<file path="config.mk">
export PLATFORM = sky130hd
export DESIGN_NAME = rmj_isqrt
export DESIGN_NICKNAME = d
export VERILOG_FILES = /design/src/sv/radar_measurement_jacobian_unit_defines.svh /design/src/sv/rmj_isqrt.sv
export SDC_FILE = /design/constraint.sdc
export NUM_CORES = 2
export LEC_CHECK = 0
export BUFFER_PORTS_ARGS = -buffer_cell sky130_fd_sc_hd__buf_2
export CAP_MARGIN = 20
export CORE_MARGIN = 3
export CORE_UTILIZATION = 52
export CTS_CLUSTER_DIAMETER = 60
export CTS_CLUSTER_SIZE = 14
export DETAILED_ROUTE_END_ITERATION = 6
export PLACE_DENSITY = 0.64
export SLEW_MARGIN = 30
export SYNTH_ARGS = -nofsm -noshare
export SYNTH_HDL_FRONTEND = slang
export SYNTH_MEMORY_MAX_BITS = 65536
export SYNTH_SLANG_ARGS = --single-unit
</file>
<file path="constraint.sdc">
create_clock -name clk -period 8.82 [get_ports clk]
set_input_delay 0.441 -clock clk [delete_from_list [all_inputs] [get_ports clk]]
set_output_delay 0.441 -clock clk [all_outputs]
set_load 0.02 [all_outputs]
</file>
<file path="src/sv/radar_measurement_jacobian_unit_defines.svh">
// Assertion macros shared by the radar measurement Jacobian RTL.
// Define ASSERT_OFF to compile all assertions out.
`ifndef RADAR_MEASUREMENT_JACOBIAN_UNIT_DEFINES_SVH
`define RADAR_MEASUREMENT_JACOBIAN_UNIT_DEFINES_SVH
`ifndef ASSERT_OFF
`define RMJ_ASSERT(lbl, cond) \
  lbl: assert property (@(posedge clk) disable iff (!rst_n) (cond)) \
    else $error("assertion failed");
`define RMJ_ASSERT_IMP(lbl, ante, cons) \
  lbl: assert property (@(posedge clk) disable iff (!rst_n) (ante) |-> (cons)) \
    else $error("assertion failed");
`define RMJ_ASSERT_NXT(lbl, ante, cons) \
  lbl: assert property (@(posedge clk) disable iff (!rst_n) (ante) |=> (cons)) \
    else $error("assertion failed");
`else
`define RMJ_ASSERT(lbl, cond)
`define RMJ_ASSERT_IMP(lbl, ante, cons)
`define RMJ_ASSERT_NXT(lbl, ante, cons)
`endif
`endif

</file>
<file path="src/sv/rmj_isqrt.sv">
// Pipelined integer square root of a 64-bit value, one result bit per stage.
// Depends on nothing; carries a sideband word alongside the operand.
`timescale 1ns / 1ps
`default_nettype none
module rmj_isqrt #(
  parameter int SIDE_W = 8
) (
  input  wire logic              clk,
  input  wire logic              rst_n,
  input  wire logic              en,
  input  wire logic              vld_i,
  input  wire logic [63:0]       val_i,
  input  wire logic [SIDE_W-1:0] side_i,
  output logic                   vld_o,
  output logic [31:0]            root_o,
  output logic [SIDE_W-1:0]      side_o
);
  localparam int NS = 32;

  logic              vld_r  [0:NS];
  logic [63:0]       n_r    [0:NS];
  logic [63:0]       res_r  [0:NS];
  logic [SIDE_W-1:0] side_r [0:NS];

  always_ff @(posedge clk) begin
    if (!rst_n) begin
      vld_r[0] <= 1'b0;
    end else if (en) begin
      vld_r[0] <= vld_i;
    end
  end

  always_ff @(posedge clk) begin
    if (en) begin
      n_r[0]    <= val_i;
      res_r[0]  <= '0;
      side_r[0] <= side_i;
    end
  end

  for (genvar i = 0; i < NS; i++) begin : g_stage
    localparam logic [63:0] BIT = 64'd1 << (2 * (NS - 1 - i));
    logic [63:0] sum;
    logic        ge;
    logic [63:0] n_nxt;
    logic [63:0] res_nxt;
    assign sum     = res_r[i] + BIT;
    assign ge      = n_r[i] >= sum;
    assign n_nxt   = ge ? (n_r[i] - sum) : n_r[i];
    assign res_nxt = ge ? ((res_r[i] >> 1) + BIT) : (res_r[i] >> 1);

    always_ff @(posedge clk) begin
      if (!rst_n) begin
        vld_r[i+1] <= 1'b0;
      end else if (en) begin
        vld_r[i+1] <= vld_r[i];
      end
    end

    always_ff @(posedge clk) begin
      if (en) begin
        n_r[i+1]    <= n_nxt;
        res_r[i+1]  <= res_nxt;
        side_r[i+1] <= side_r[i];
      end
    end
  end

  assign vld_o  = vld_r[NS];
  assign root_o = res_r[NS][31:0];
  assign side_o = side_r[NS];
endmodule
`default_nettype wire

</file>
; Yosys cells after proc, flatten, opt, wreduce, memory -nomap -nowiden
; Memories as Yosys holds them, arrays and structs flattened.
; Cells that the tools add are included.
[classes]
n_bitwise = 33
addsub = 96
magnitude_cmp = 32
mux = 102
[ops]
columns = cell, n
row1 = $mux W64, 64
row2 = $ge A64 B64 Y1, 32
row3 = $sub A64 B64 Y64, 32
row4 = $add A63 B1 Y64 const B, 1
row5 = $add A63 B11 Y64 const B, 1
row6 = $add A63 B13 Y64 const B, 1
row7 = $add A63 B15 Y64 const B, 1
row8 = $add A63 B17 Y64 const B, 1
row9 = $add A63 B19 Y64 const B, 1
row10 = $add A63 B21 Y64 const B, 1
row11 = $add A63 B23 Y64 const B, 1
row12 = $add A63 B25 Y64 const B, 1
row13 = $add A63 B27 Y64 const B, 1
row14 = $add A63 B29 Y64 const B, 1
row15 = $add A63 B3 Y64 const B, 1
row16 = $add A63 B31 Y64 const B, 1
row17 = $add A63 B33 Y64 const B, 1
row18 = $add A63 B35 Y64 const B, 1
row19 = $add A63 B37 Y64 const B, 1
row20 = $add A63 B39 Y64 const B, 1
row21 = $add A63 B41 Y64 const B, 1
row22 = $add A63 B43 Y64 const B, 1
row23 = $add A63 B45 Y64 const B, 1
row24 = $add A63 B47 Y64 const B, 1
row25 = other kinds (45), 114
[totals]
wordCells = 267
input_bits = 76
reg_bits = 0
ramBits = 4521
n_memories = 4
out_inout_bits = 41
[memory_table]
columns = memory, depth, word_bits, rd, rd_ports_with_merged_regs, write_ports, line
row1 = n_r, 33, 64, 32, 0, 33, rmj_isqrt.sv:21  ; logic [63:0] n_r [0:NS];
row2 = res_r, 33, 64, 33, 0, 33, rmj_isqrt.sv:22  ; logic [63:0] res_r [0:NS];
row3 = side_r, 33, 8, 33, 0, 33, rmj_isqrt.sv:23  ; logic [SIDE_W-1:0] side_r [0:NS];
row4 = vld_r, 33, 1, 33, 0, 33, rmj_isqrt.sv:20  ; logic vld_r [0:NS];

; Logic depth before layout (Yosys ltp)
[logic_depth]
word_depth = 4
depth_mapped = 15
depth_no_buf = 12

; Worst setup path after synthesis
; No wires, ideal clock.
[synth_timing]
path_type = register -> register
startpoint = mem n_r[16][33], in the netlist n_r[0][1057]
endpoint = mem n_r[17][62], in the netlist n_r[0][1150], data pin
path_slack_ns = 5.407
synth_period_minus_slack_ns = 3.413
path_stages_with_launch = 11
n_path_buf = 0
arrival_ns = 3.155
setup_time_ns = 0.258
required_time_ns = 8.562
cell_sequence = edfxtp_1 -> ha_1 -> a21o_1 -> a21o_1 -> a2111o_1 -> a2111oi_1 -> o31ai_1 -> a2111oi_0 -> and2b_1 -> nand3b_1 -> xnor2_1
[synth_rtl]
columns = element, line
row1 = from (decl), rmj_isqrt.sv:21

==> run metrics <==
status=completed; die width=510.4 µm; Worst-Margin Slew=1.057 ns; Worst VDD drop=around 0.27 mV; worst setup path class=flip-flop to flip-flop; 1st-pass router iterations=6; sequential element share of the synthesized area=roughly two thirds; PwrDens=255.0 mW/mm²; DRC viols=0; leakage=around 54 nW; min cycle time layout=4.852 ns; Root Buffer=clkbuf_16; period utilization=55.02%; clk slew on worst S/H paths=0.06 ns; vias per std cell=5.909; nature of the critical path startpoint=flip-flop; post_cts resized=0; EDFF count, synth=2872; Setup TNS Final=0 ns; arrival time worst endpoint=5.48 ns; worst hold path startpoint=en; Largest stage delay, worst path=0.60 ns; Slowest cell on crit path=nor3_1; RSZ-0062 raised after global routing=false; 1st-iter DRT viols=about 7200; clk_skew=0.07080 ns; Synth Register Bits=2873; post-DP HPWL=245800 µm; Area contributors post-synth=edfxtp_1 65%, ha_1 5.3%, xnor2_1 3.3%; post-synth cell types=99; Avg Inst Size Synth=about 13 µm²; vias=between 80000 and 90000; Area growth syn-to-layout=10.17%; Critical R2R Launch=n_r[0][1821]; Worst Hold Class=input pin to flip-flop; Crit Path Max Fanout=46; top cells by count, synth=2872 x edfxtp_1, 700 x inv_1, 655 x nor2_1, 618 x nand2_1, 616 x a21oi_1; Final ANT Viol Nets=0; endpoints failing hold=0; Clock Latency Late Sink=between 0.9 and 1 ns; core area=0.2521 mm²; total CTS buffers=277; nets=11050; area leader, netlist=edfxtp_1; layout cells sized above 1=6.938%; syn nets=between 10000 and 15000; Fmax=206.1 MHz; htree depth=5; GRT Total Usage=24.96%; FILL cells=~20000; post-synth top area share=65.20%; largest net degree at the start of global routing=195; Synth Instances=a little over 10000; CTS tree=built; Slew Viols, Final=0; die area=0.2605 mm²; Placer Congestion=0.9214; vias in the first global route=80000; Worst Path Required=between 9 and 10 ns; Ys Warns=0; MaxCap Viol Count=0; # port buffers=116; setup violators final=0; slew margin rel.=between 20% and 30%; Core Rows=184; WL per Instance=between 20 and 25 µm; Post-Syn Area=0.1323 mm²; Post-synth top flop=edfxtp_1; chip height=510.4 µm; antenna violations before repair=4; Async SR Flop Fraction=0%; top-count cell post-synth=edfxtp_1; Sink Count=2873; CP startpoint=n_r[0][1821]; global-route wire length before repair=~490000 µm; crit path capture type=flip-flop; Post-Route WL=between 300000 and 400000 µm; I/O pins=between 100 and 150; overall power=37.16 mW; GRT overflow=0; deepest clock path buffer count=4; Initial Util=52.47%; crit path cell chain=ha_1, nand4_1, or3_1, nor3_1, o21ai_0, a31oi_1, nor2_4, buf_4, inv_2, nand2_1, nor4_1, xor2_1
[what timing repair did]
item / in CTS / in global routing
hold buffers: 73 / 0
endpoints found under the hold margin: 73 / 0
buffers inserted: 0 / 0
[path summary, 6_finish.rpt]
check / end / slack (ns) / cells past startpoint
worst min-delay path: side_r[0][4] / 0.02 / 1
worst max register to register: n_r[0][1900] / 3.97 / 12
worst max-delay path: n_r[0][1900] / 3.97 / 12
worst min register to register: side_r[0][32] / 0.40 / 0
[cell usage in the layout, fill, tap and decap left out, drive strengths merged, types with 36 or more instances in the layout]
cell type	netlist	layout
or2	44	44
nand2	618	618
nor4	341	341
xnor2	500	500
nor4b	58	58
o21a	101	101
clkbuf	163	305
ha	558	558
buf	44	179
nand3	165	165
or3	101	101
nand3b	38	38
a21oi	616	616
mux2	101	101
o211ai	44	44
nand2b	107	107
edfxtp	2872	2872
o31ai	42	42
nor3	237	237
and2	36	36
a21o	239	239
a31oi	43	43
o21bai	37	37
xor2	385	385
a211oi	50	50
nor2b	77	77
dlygate4sd3	0	73
inv	704	724
nor2	655	655
and3	79	79
nand4	172	172
o21ai	453	453
or4	66	66
[critical path, delay by kind of cell (launching register included)]
kind | cells | cell delay [ns]
xor gates and xnor gates | 1 | 0.12
adders and majority gates | 1 | 0.44
AOI/OAI and AO/OA | 2 | 0.92
and+or+nand+nor | 6 | 2.06
buffers and inverters | 2 | 0.62
DFF | 1 | 0.42
[per-layer routing]
metal	track usage [%]	wire (µm)
met3	3.161	17130
met2	42.61	163700
met4	10.57	15560
met1	32.24	134000
met5	0	0
[layout make-up]
| class | count | area (µm²) | area share (%) |
|---|---|---|---|
| Timing Repair Buffer | 252 | 2052 | 1.408 |
| Multi-Input combinational cell | 6308 | 42720 | 29.31 |
| Clock buffer | 305 | 7164 | 4.916 |
| Clock inverter | 66 | 705.7 | 0.4842 |
| Inverter | 704 | 2643 | 1.813 |
| Antenna cell | 2 | 5.005 | 0.003434 |
| Tap cell | 3348 | 4189 | 2.874 |
| Sequential cell | 2873 | 86260 | 59.19 |
[stage by stage]
step                area, µm²  util, %  setup slack, ns  hold WS [ns]  instances
floorplan              132300        -            5.407        0.4003      10090
global placement       136900    54.30            4.107        0.4004      13410
detailed placement     137000    54.34            4.104        0.4045      13410
CTS                    145600    57.75            4.061      0.009294      13850
global route           145700    57.81            3.781       0.03497      13860
finish                 145700    57.81            3.968       0.01541      13860
[where the power goes]
part	switching, mW	leakage (nW)	internal (mW)	total [mW]
registers	1.42	27.7	17.2	18.6
clock network	4.90	3.82	6.01	10.9
logic	4.59	22.5	3.07	7.67
total	10.9	54.1	26.2	37.2
[kinds of logic after synthesis]
kind of cell	Yosys count	synth area share, %
and+or+nand+nor	2914	11.49
DFF	2873	65.21
AOI/OAI and AO/OA	1838	8.600
buffers and inverters	911	2.612
xor gates and xnor gates	885	5.860
adders and majority gates	558	5.278
muxes	113	0.9506
[sequential cells by signal, indices dropped and copies added, names as in the netlist]
name / flops
vld_r: 33
n_r: 2048
res_r: 528
side_r: 264
Note: power is estimated with default switching activity, not from simulation.
